$ cat src/sv/x86sub_pkg.sv
// Shared types and encoding constants for the 64-bit SUB instruction encoder.
// No dependencies; used by the encoder, serializer and top-level modules.
`timescale 1ns / 1ps
`default_nettype none

package x86sub_pkg;

   // Longest instruction: REX, opcode, ModRM, SIB, disp32, imm32
   localparam int MAX_BYTES = 12;
   localparam int CODE_W    = MAX_BYTES * 8;
   localparam int LEN_W     = $clog2(MAX_BYTES + 1);

   // Operand forms
   typedef enum logic [2:0] {
      CMD_REG_REG = 3'd0,
      CMD_REG_MEM = 3'd1,
      CMD_MEM_REG = 3'd2,
      CMD_REG_IMM = 3'd3,
      CMD_MEM_IMM = 3'd4
   } cmd_type;

   // Encoding bytes and fields
   localparam logic [7:0] REX_W        = 8'h48;
   localparam logic [7:0] OP_SUB_MR    = 8'h29;
   localparam logic [7:0] OP_SUB_RM    = 8'h2B;
   localparam logic [7:0] OP_GRP1_IB   = 8'h83;
   localparam logic [7:0] OP_GRP1_ID   = 8'h81;
   localparam logic [7:0] MODRM_REG    = 8'hC0;
   localparam logic [7:0] SIB_NO_INDEX = 8'h20;
   localparam logic [2:0] EXT_SUB      = 3'd5;
   localparam logic [2:0] RM_SIB       = 3'd4;
   localparam logic [2:0] RM_RIP       = 3'd5;

   localparam logic [1:0] MOD_NO_DISP  = 2'd0;
   localparam logic [1:0] MOD_DISP8    = 2'd1;
   localparam logic [1:0] MOD_DISP32   = 2'd2;

   // One request as held in the input register
   typedef struct packed {
      logic [2:0]  cmd;
      logic [3:0]  dest_reg;
      logic [3:0]  source_reg;
      logic [3:0]  base_reg;
      logic [31:0] displacement;
      logic [31:0] immediate;
   } req_type;

   // Encoded instruction: bytes in memory order from the low end
   typedef struct packed {
      logic [CODE_W-1:0] code;
      logic [LEN_W-1:0]  len;
   } enc_type;

   // True when a 32-bit two's complement value lies in -128..127
   function automatic logic fits8(input logic [31:0] v);
      return (v[31:7] == '0) || (v[31:7] == '1);
   endfunction

endpackage

`default_nettype wire

$ cat src/sv/x86sub_encoder.sv
// Combinational encoder: turns one registered request into up to twelve
// instruction bytes and a byte count. Depends on x86sub_pkg.
`timescale 1ns / 1ps
`default_nettype none

module x86sub_encoder (
   input  x86sub_pkg::req_type req_i,
   output x86sub_pkg::enc_type enc_o
);
   import x86sub_pkg::*;

   logic [2:0]        lo_base;
   logic              disp_zero;
   logic              disp_small;
   logic              imm_small;
   logic [1:0]        mem_mod;
   logic [2:0]        mem_n;
   logic [2:0]        reg_field;
   logic [7:0]        rex_v;
   logic [7:0]        op_v;
   logic [7:0]        modrm_v;
   logic [31:0]       disp_v;
   logic [31:0]       imm_v;
   logic              use_mem;
   logic              use_imm;
   logic              valid_cmd;
   logic [CODE_W-1:0] code_v;
   logic [LEN_W-1:0]  pos_v;

   // Classify displacement and immediate sizes
   assign lo_base    = req_i.base_reg[2:0];
   assign disp_zero  = (req_i.displacement == '0);
   assign disp_small = fits8(req_i.displacement);
   assign imm_small  = fits8(req_i.immediate);

   // Pick mod; a zero displacement on an rm of 5 needs an explicit disp8
   always_comb begin
      if (disp_zero && (lo_base != RM_RIP)) begin
         mem_mod = MOD_NO_DISP;
         mem_n   = 3'd0;
      end else if (disp_small) begin
         mem_mod = MOD_DISP8;
         mem_n   = 3'd1;
      end else begin
         mem_mod = MOD_DISP32;
         mem_n   = 3'd4;
      end
   end

   // Prefix, opcode and ModRM per form
   always_comb begin
      rex_v     = REX_W;
      op_v      = OP_SUB_MR;
      reg_field = req_i.source_reg[2:0];
      modrm_v   = '0;
      use_mem   = 1'b0;
      use_imm   = 1'b0;
      valid_cmd = 1'b1;
      unique case (req_i.cmd)
         CMD_REG_REG: begin
            rex_v   = REX_W | {5'd0, req_i.source_reg[3], 1'b0, req_i.dest_reg[3]};
            op_v    = OP_SUB_MR;
            modrm_v = MODRM_REG | {2'd0, req_i.source_reg[2:0], req_i.dest_reg[2:0]};
         end
         CMD_REG_MEM: begin
            rex_v     = REX_W | {5'd0, req_i.dest_reg[3], 1'b0, req_i.base_reg[3]};
            op_v      = OP_SUB_RM;
            reg_field = req_i.dest_reg[2:0];
            use_mem   = 1'b1;
         end
         CMD_MEM_REG: begin
            rex_v     = REX_W | {5'd0, req_i.source_reg[3], 1'b0, req_i.base_reg[3]};
            op_v      = OP_SUB_MR;
            reg_field = req_i.source_reg[2:0];
            use_mem   = 1'b1;
         end
         CMD_REG_IMM: begin
            rex_v   = REX_W | {7'd0, req_i.dest_reg[3]};
            op_v    = imm_small ? OP_GRP1_IB : OP_GRP1_ID;
            modrm_v = MODRM_REG | {2'd0, EXT_SUB, req_i.dest_reg[2:0]};
            use_imm = 1'b1;
         end
         CMD_MEM_IMM: begin
            rex_v     = REX_W | {7'd0, req_i.base_reg[3]};
            op_v      = imm_small ? OP_GRP1_IB : OP_GRP1_ID;
            reg_field = EXT_SUB;
            use_mem   = 1'b1;
            use_imm   = 1'b1;
         end
         default: begin
            valid_cmd = 1'b0;
         end
      endcase
      if (use_mem) begin
         modrm_v = {mem_mod, reg_field, lo_base};
      end
   end

   // Trim displacement and immediate to the bytes that are sent
   assign disp_v = (mem_n == 3'd1) ? {24'd0, req_i.displacement[7:0]}
                                   : req_i.displacement;
   assign imm_v  = imm_small ? {24'd0, req_i.immediate[7:0]} : req_i.immediate;

   // Append optional SIB, displacement and immediate after the fixed head
   always_comb begin
      code_v = {{(CODE_W-24){1'b0}}, modrm_v, op_v, rex_v};
      pos_v  = LEN_W'(3);
      if (use_mem) begin
         if (lo_base == RM_SIB) begin
            code_v = code_v | ({{(CODE_W-8){1'b0}}, SIB_NO_INDEX | {5'd0, lo_base}}
                               << {pos_v, 3'b000});
            pos_v  = pos_v + LEN_W'(1);
         end
         if (mem_n != 3'd0) begin
            code_v = code_v | ({{(CODE_W-32){1'b0}}, disp_v} << {pos_v, 3'b000});
            pos_v  = pos_v + LEN_W'(mem_n);
         end
      end
      if (use_imm) begin
         code_v = code_v | ({{(CODE_W-32){1'b0}}, imm_v} << {pos_v, 3'b000});
         pos_v  = pos_v + (imm_small ? LEN_W'(1) : LEN_W'(4));
      end
   end

   // Unused form codes produce no bytes
   assign enc_o.code = code_v;
   assign enc_o.len  = valid_cmd ? pos_v : '0;

endmodule

`default_nettype wire

$ cat src/sv/x86sub_serializer.sv
// Result register and byte serializer: holds one encoded instruction, sends it
// one byte per cycle while rsp_tready is high, marks the last. Uses x86sub_pkg.
`timescale 1ns / 1ps
`default_nettype none

module x86sub_serializer (
   input  wire                  clock,
   input  wire                  reset,
   input  wire                  load_valid,
   input  x86sub_pkg::enc_type  enc_i,
   output logic                 load_ready,
   output logic                 rsp_tvalid,
   input  wire                  rsp_tready,
   output logic [7:0]           rsp_tdata,
   output logic                 rsp_tlast
);
   import x86sub_pkg::*;

   logic [CODE_W-1:0] code_ff, code_in;
   logic [LEN_W-1:0]  left_ff, left_in;
   logic              valid_ff, valid_in;
   logic              send;
   logic              last;
   logic              load;

   assign last       = (left_ff == LEN_W'(1));
   assign send       = valid_ff && rsp_tready;
   assign load_ready = !valid_ff || (send && last);
   assign load       = load_valid && load_ready;

   // Load a new instruction, shift out a byte, or hold
   always_comb begin
      code_in  = code_ff;
      left_in  = left_ff;
      valid_in = valid_ff;
      if (load) begin
         code_in  = enc_i.code;
         left_in  = enc_i.len;
         valid_in = (enc_i.len != '0);
      end else if (send) begin
         code_in  = code_ff >> 8;
         left_in  = left_ff - LEN_W'(1);
         valid_in = !last;
      end else if (load_ready) begin
         valid_in = 1'b0;
      end
   end

   always_ff @(posedge clock) begin
      if (reset) begin
         valid_ff <= 1'b0;
         left_ff  <= '0;
      end else begin
         valid_ff <= valid_in;
         left_ff  <= left_in;
      end
      code_ff <= code_in;
   end

   assign rsp_tvalid = valid_ff;
   assign rsp_tdata  = code_ff[7:0];
   assign rsp_tlast  = last;

   // A valid byte always has between one and twelve bytes left
   assert property (@(posedge clock) disable iff (reset)
      valid_ff |-> (left_ff != '0) && (left_ff <= LEN_W'(MAX_BYTES)))
      else $error("serializer: byte count out of range");

   // An instruction is never cut short after a non-final byte
   assert property (@(posedge clock) disable iff (reset)
      (send && !last) |=> valid_ff && (left_ff == $past(left_ff) - LEN_W'(1)))
      else $error("serializer: instruction truncated");

   // A stalled byte keeps its count
   assert property (@(posedge clock) disable iff (reset)
      (valid_ff && !rsp_tready) |=> valid_ff && $stable(left_ff))
      else $error("serializer: stalled count changed");

endmodule

`default_nettype wire

$ cat src/sv/x86_64_sub_instruction_encoder.sv
// Top level of the 64-bit SUB instruction encoder: input register, encoder
// and byte serializer. Depends on x86sub_pkg, x86sub_encoder, x86sub_serializer.
//
// Each request encodes one 64-bit SUB in one of five operand forms (tuser
// selects it) and returns its bytes in memory order, one per response beat,
// with tlast on the final byte. An instruction is 3 to 12 bytes long and
// holds the response channel until its last byte is sent; the output port
// sets the throughput, one byte per cycle while rsp_tready is high. A
// request passes the input and result registers before its first byte. A
// request with an unused form code is consumed and produces no response.
// The next request is taken while the previous one is still being sent,
// and is encoded straight into the result register as its last byte leaves.
`timescale 1ns / 1ps
`default_nettype none

module x86_64_sub_instruction_encoder (
   input  wire         clock,
   input  wire         reset,
   input  wire         req_tvalid,
   output logic        req_tready,
   input  wire  [2:0]  req_tuser,  // cmd
   input  wire  [79:0] req_tdata,  // dest_reg[3:0], source_reg[7:4], base_reg[11:8],
                                   // displacement[43:12], immediate[75:44], zero fill
   output logic        rsp_tvalid,
   input  wire         rsp_tready,
   output logic [7:0]  rsp_tdata,  // code_byte
   output logic        rsp_tlast   // last_byte
);
   import x86sub_pkg::*;

   req_type req_ff, req_in;
   logic    in_valid_ff, in_valid_in;
   logic    ser_ready;
   enc_type enc;

   // Hold one request ahead of the encoder
   assign req_tready = !in_valid_ff || ser_ready;

   always_comb begin
      req_in      = req_ff;
      in_valid_in = in_valid_ff;
      if (req_tvalid && req_tready) begin
         req_in.cmd          = req_tuser;
         req_in.dest_reg     = req_tdata[3:0];
         req_in.source_reg   = req_tdata[7:4];
         req_in.base_reg     = req_tdata[11:8];
         req_in.displacement = req_tdata[43:12];
         req_in.immediate    = req_tdata[75:44];
         in_valid_in         = 1'b1;
      end else if (ser_ready) begin
         in_valid_in = 1'b0;
      end
   end

   always_ff @(posedge clock) begin
      if (reset) begin
         in_valid_ff <= 1'b0;
      end else begin
         in_valid_ff <= in_valid_in;
      end
      req_ff <= req_in;
   end

   x86sub_encoder u_encoder (
      .req_i (req_ff),
      .enc_o (enc)
   );

   x86sub_serializer u_serializer (
      .clock      (clock),
      .reset      (reset),
      .load_valid (in_valid_ff),
      .enc_i      (enc),
      .load_ready (ser_ready),
      .rsp_tvalid (rsp_tvalid),
      .rsp_tready (rsp_tready),
      .rsp_tdata  (rsp_tdata),
      .rsp_tlast  (rsp_tlast)
   );

endmodule

`default_nettype wire
$ cat config.mk
export PLATFORM = sky130hd
export DESIGN_NAME = x86_64_sub_instruction_encoder
export DESIGN_NICKNAME = d
export VERILOG_FILES = /design/src/sv/x86sub_pkg.sv /design/src/sv/x86sub_encoder.sv /design/src/sv/x86sub_serializer.sv /design/src/sv/x86_64_sub_instruction_encoder.sv
export SDC_FILE = /design/constraint.sdc
export NUM_CORES = 1
export LEC_CHECK = 0
export ABC_CLOCK_PERIOD_IN_PS = 7000
export BUFFER_PORTS_ARGS = -buffer_cell sky130_fd_sc_hd__buf_2
export CELL_PAD_IN_SITES_DETAIL_PLACEMENT = 1
export CELL_PAD_IN_SITES_GLOBAL_PLACEMENT = 2
export CORE_MARGIN = 5
export CORE_UTILIZATION = 39
export DETAILED_ROUTE_END_ITERATION = 8
export PLACE_DENSITY = 0.8
export SLEW_MARGIN = 5
export SYNTH_ARGS = -nofsm -noshare
export SYNTH_HDL_FRONTEND = slang
export SYNTH_SLANG_ARGS = --single-unit
$ cat constraint.sdc
create_clock -name clock -period 7 [get_ports clock]
set_clock_uncertainty 0.2 [all_clocks]
set_input_delay 0.7 -clock clock [delete_from_list [all_inputs] [get_ports clock]]
set_output_delay 0.7 -clock clock [all_outputs]
set_load 0.005 [all_outputs]
Yosys cells after proc, flatten, opt, wreduce, memory -nomap -nowiden --
Cells that the tools add are included.
Operators by class: $add $sub $neg 3, eq/ne operators 10, mux-type cells 35, reduce and logical (&&, ||, !) cells 24, shift-type cells 2, bitwise logic cells 3
Operators by type and width (number):
- 96-bit 2-to-1 mux | 7
- 96-bit bitwise OR | 2
- 32-bit by 7-bit left shift with 96-bit output | 2
- 32-bit 2-to-1 mux | 2
- 25-bit equality test, second input constant | 2
- 25-bit zero test | 2
- 32-bit zero test | 1
- 8-bit one-hot mux with 2 select lines | 2
- 24-bit by 30-bit bitwise OR with 30-bit output | 1
- 4-bit 2-to-1 mux | 7
- 3-bit one-hot mux with 5 select lines | 1
- 3-bit 2-to-1 mux | 4
- 8-bit 2-to-1 mux | 1
- 1-bit 2-to-1 mux | 7
- 3-bit by 1-bit equality test with 1-bit output, second input constant | 2
- 3-bit by 2-bit equality test with 1-bit output, second input constant | 2
- 3-bit equality test, second input constant | 2
- 2-bit 2-to-1 mux | 3
- 3-bit one-hot mux with 2 select lines | 1
- 3-bit nonzero test | 2
- 1-bit logical AND | 5
- 5-bit OR reduction | 1
- 4-bit by 3-bit adder with 4-bit output | 1
- 4-bit adder | 1
- other kinds (10) | 16
Storage, ports and cells: bits of input ports 87, bits in registers 181, logic and storage cells 87, output and inout bits 11

Logic depth before layout (Yosys ltp) --
word-level depth 14, depth in mapped cells 14, mapped depth without buffers 14

Hierarchy --
From an unflattened synthesis, not the netlist that was laid out.
Second synthesis, totals: cell total of the unflattened synthesis 964, area, all modules 9803.2 um2
Modules (own cells, without submodules):
- x86sub_serializer | cells an instance 444, area an instance 4496.8 um2, instances 1
- x86sub_encoder | cells an instance 436, area an instance 2879.0 um2, instances 1
- x86_64_sub_instruction_encoder | cells an instance 84, area an instance 2427.3 um2, instances 1

Worst setup path after synthesis --
OpenSTA, ideal clock, no wires.
path type in2reg, start point in rsp_tready, end point reg req_ff[0] (netlist name) (enable), buffers on the path 0, setup time 542 ps, required time 6258 ps, arrival 5029 ps, slack 1229 ps, stages 3, path through nor4bb_1 nor2_1 a21oi_1
Between the ends: longest elaborated chain between the ends 5
RTL lines:
- from (decl) | line x86_64_sub_instruction_encoder.sv:25 | input wire rsp_tready,
- 1-bit logical AND | line x86sub_serializer.sv:27 | assign send = valid_ff && rsp_tready;
- 1-bit logical AND | line x86sub_serializer.sv:28 | assign load_ready = !valid_ff || (send && last);
- 1-bit logical OR | line x86sub_serializer.sv:28
- 1-bit logical OR | line x86_64_sub_instruction_encoder.sv:37 | assign req_tready = !in_valid_ff || ser_ready;
- 1-bit logical AND | line x86_64_sub_instruction_encoder.sv:42 | if (req_tvalid && req_tready) begin
- to (signal assigned) | line x86_64_sub_instruction_encoder.sv:61 | req_ff <= req_in;
- to (decl) | line x86_64_sub_instruction_encoder.sv:31 | req_type req_ff, req_in;
Every way passes these cells. A chain may end at the register's enable or synchronous reset.

Worst setup path in the final report --
start point reg req_ff[39] (netlist name), end point reg u_serializer.code_ff[22] (data pin)
Between the ends: longest elaborated chain between the ends 14, elaborated cells between the ends (all ways) 27, those cells by class add/sub: 1; eq/ne: 2; shift: 2; mux: 14; bitwise: 3; reduce/logical: 5
RTL lines:
- branches (longest 12 deep; another with 4-bit by 3-bit adder with 4-bit output)
- 96-bit 2-to-1 mux (*) | line x86sub_encoder.sv:119 | if (use_imm) begin
- 96-bit 2-to-1 mux (*) | line x86sub_serializer.sv:36 | if (load) begin
- via u_serializer.code_in[22] | line x86sub_serializer.sv:19 | logic [CODE_W-1:0] code_ff, code_in;
- to (signal assigned) | line x86sub_serializer.sv:57 | code_ff <= code_in;
- to (decl) | line x86sub_serializer.sv:19
Mark *: on every way through the listed nets, which the timed path passes. The select of a mux whose other input is x is not followed.

==> qor.txt <==
status = finished clean
first-pass GRT wire length = 47.62 mm
adder-cell area share of the yosys netlist = 0.01204
complex-gate fraction of the synthesized area = 0.1809
Setup TNS Final = 0 ps
asr flop ratio synth = 0
post-synthesis mux area share = 0.02273
total wire length = 32.28 mm
post-CTS setup buffers = 0
area grow syn2layout = 14.87%
Main synth FF type = edfxtp_1
syn nets = 960
Slew Viols, Final = 0
H-tree levels = 4
via count = 7,766
most common cell after layout, fill and taps aside = edfxtp_1
clk sinks = 181
Final Setup Violations = 0
Hold-fix buffers, CTS = 0
HP Class = in -> reg
Routed Antenna Nets = 0
CP endpoint kind = flip-flop
HP Start = req_tdata[42]
Root Buffer = clkbuf_16
Cell Area, Synth = 9356 µm²
final net count = 1,026
simple-gate share of the synthesized area = 0.1681
worst path arrival time = 5260 ps
clock-pin slew on the worst setup and hold paths = 70 ps
Core Region = 23,540 µm²
Final HPWL DP = 23.12 mm
die area = 27,190 µm²
WS Path Type = reg -> reg
Ports = 98
DIE HEIGHT = 164.9 µm
final hold vios = 0
vias per std cell = 6.154
largest family of logic cells by synthesized area = compound AO/OA/AOI/OAI gates
share of cells above drive strength 1 = 0.1697
commonest non-fill, non-tap cells in the layout = 175 x edfxtp_1, 105 x nand2_1, 93 x buf_2
Setup WS post-layout = 1833 ps
Period minus WS final = 5167 ps
vias in the first global route = 7,608
PostCTS Resize Cnt = 0
Worst VDD drop = 0.1696 mV
#FFs+latches synth = 181
register area share after synthesis = 0.5745
Tcrit/Tclk final = 0.7382
crit path launch = req_ff[39]$_DFFE_PP_
Chip Width = 164.9 µm
CP required = 7090 ps
GPL Wtd Cong = 0.8987
Setup WS pre-CTS = 1959 ps
RR Startpoint = req_ff[39]$_DFFE_PP_
CP Max Fanout = 23
Starting DRT DRC Count = 831
CTS tree = done
clock latency on the worst-skew pair = 450 ps
Avg Synthesized Cell Area = 10.83 µm²
Leak = 3.759 nW
synth unique cells = 63
Synthesis Warnings = 0
Max Cap Viol = 0
GRT Overall Usage = 0.2385
cell row count = 56
Port Buffer Count = 93
pwr dens = 257.4 nW/µm²
Remaining Overflow, GRT = 0
critical path startpoint category = flip-flop
pin count of the biggest net entering global routing = 87
Slew @ Worst Pin = 1171 ps
initial antenna violation count = 1
Avg WL per Cell = 25.58 µm
worst-case clock buffer depth = 2
ANT cells = 0
Slew headroom = 0.2120
Achievable Freq = 193.5 MHz
DRC Markers = 0
Num CTS Buffers = 17
number of synthesized flops with an enable pin = 175
iteration count of the initial detailed-routing pass = 5
RSZ-0062 raised after global routing = false
initial core utilization = 0.3974
Synth Area in XOR/XNOR = 0.005616
Mapped Cells = 864
[through the flow]
stage / power [W] / instance area [µm²] / std cells / hold slack, ps / utilization
floorplan: 0.001596 / 9356 / 864 / 234.9 / -
global route: 0.002860 / 10750 / 1262 / 200.4 / 0.4565
global placement: 0.001737 / 10130 / 1230 / 255.7 / 0.4302
CTS: 0.002773 / 10750 / 1262 / 215.6 / 0.4565
detailed placement: 0.001747 / 10130 / 1230 / 263.6 / 0.4302
finish: 0.002766 / 10750 / 1262 / 221.7 / 0.4565
[final timing paths]
path                                          end  slack, ps  cells after the start
max            u_serializer.code_ff[22]$_DFFE_PP_       1830                     11
min                          req_ff[62]$_DFFE_PP_        220                      1
min reg2reg  u_serializer.left_ff[1]$_SDFFE_PP0P_        270                      2
max reg2reg    u_serializer.code_ff[22]$_DFFE_PP_       1830                     11
[cell families after synthesis]
logic type               after synthesis
adder cells (fa/ha/maj)                9
AND/OR/NAND/NOR                      331
AO/OA/AOI/OAI                        239
multiplexers                          21
flip-flops                           181
buffers and inverters                 77
XOR/XNOR                               6
[metal layers]
layer  global-route usage  wire length (µm)  part of all wire
met2               0.3886             15650              0.48
met4              0.09036              1110             0.034
met5                    0                19           0.00059
met3              0.04767              1963             0.061
met1               0.3152             13540              0.42
[report_power, final]
group,internal [W],switching [W],total [W]
Clock,0.000574,0.000464,0.00104
Combinational,0.000122,0.000234,0.000356
Sequential,0.00130,0.0000693,0.00137
[sequential cells by signal, indices dropped and copies added (netlist names)]
register,cells
u_serializer.left_ff,4
u_serializer.rsp_tvalid,1
req_ff,79
in_valid_ff,1
u_serializer.code_ff,96
[cells in the mapped netlist (2+ instances only)]
master / count / share of area
a211oi_1: 3 / 0.0024
a32oi_1: 8 / 0.0075
nor2b_1: 10 / 0.0067
a31oi_1: 24 / 0.016
dfxtp_1: 6 / 0.013
a221oi_1: 16 / 0.015
or4_1: 3 / 0.0024
a32o_1: 4 / 0.0043
and3_1: 6 / 0.0040
nor4_1: 17 / 0.011
xnor2_1: 5 / 0.0047
o31a_1: 3 / 0.0028
mux2i_1: 19 / 0.020
o211ai_1: 4 / 0.0032
inv_1: 12 / 0.0048
o311ai_0: 2 / 0.0019
buf_2: 12 / 0.0064
nand4_1: 12 / 0.0080
nand3b_1: 10 / 0.0080
a22oi_1: 24 / 0.019
a2bb2oi_1: 3 / 0.0028
o21ai_0: 31 / 0.017
buf_1: 5 / 0.0020
o22ai_1: 7 / 0.0047
a311oi_1: 3 / 0.0028
nand3_1: 49 / 0.026
mux2_2: 2 / 0.0024
nor2_1: 78 / 0.031
o31ai_1: 11 / 0.0088
or3_1: 6 / 0.0040
a21oi_1: 37 / 0.020
and2_1: 4 / 0.0027
a222oi_1: 3 / 0.0032
a221o_1: 4 / 0.0043
nor3_1: 16 / 0.0086
nand2_1: 105 / 0.042
o21ai_1: 12 / 0.0064
ha_1: 9 / 0.012
nor3b_1: 5 / 0.0040
a21o_1: 10 / 0.0080
edfxtp_1: 175 / 0.56
a22o_1: 19 / 0.018
nand2b_1: 5 / 0.0033
clkbuf_1: 38 / 0.015
buf_4: 9 / 0.0072
[cell type report]
cell class	instances	area [µm²]
tap	319	399.1
clock inverter	14	190.2
clock buffer	18	429.2
multi-input combinational	606	3702
fill	2595	12790
inverter	13	51.30
timing repair buffer	111	600.6
sequential	181	5375
[critical path: stages (launching register included)]
cell      delay [ps]
edfxtp_1         510
nor4_1           320
nand4_1          260
nor2_1           520
a21o_1           270
inv_1             60
ha_1             310
a211oi_2         470
inv_1            540
o31ai_1         1040
a221oi_1         290
a21oi_1          220
Power figures use the tool's default switching activity.
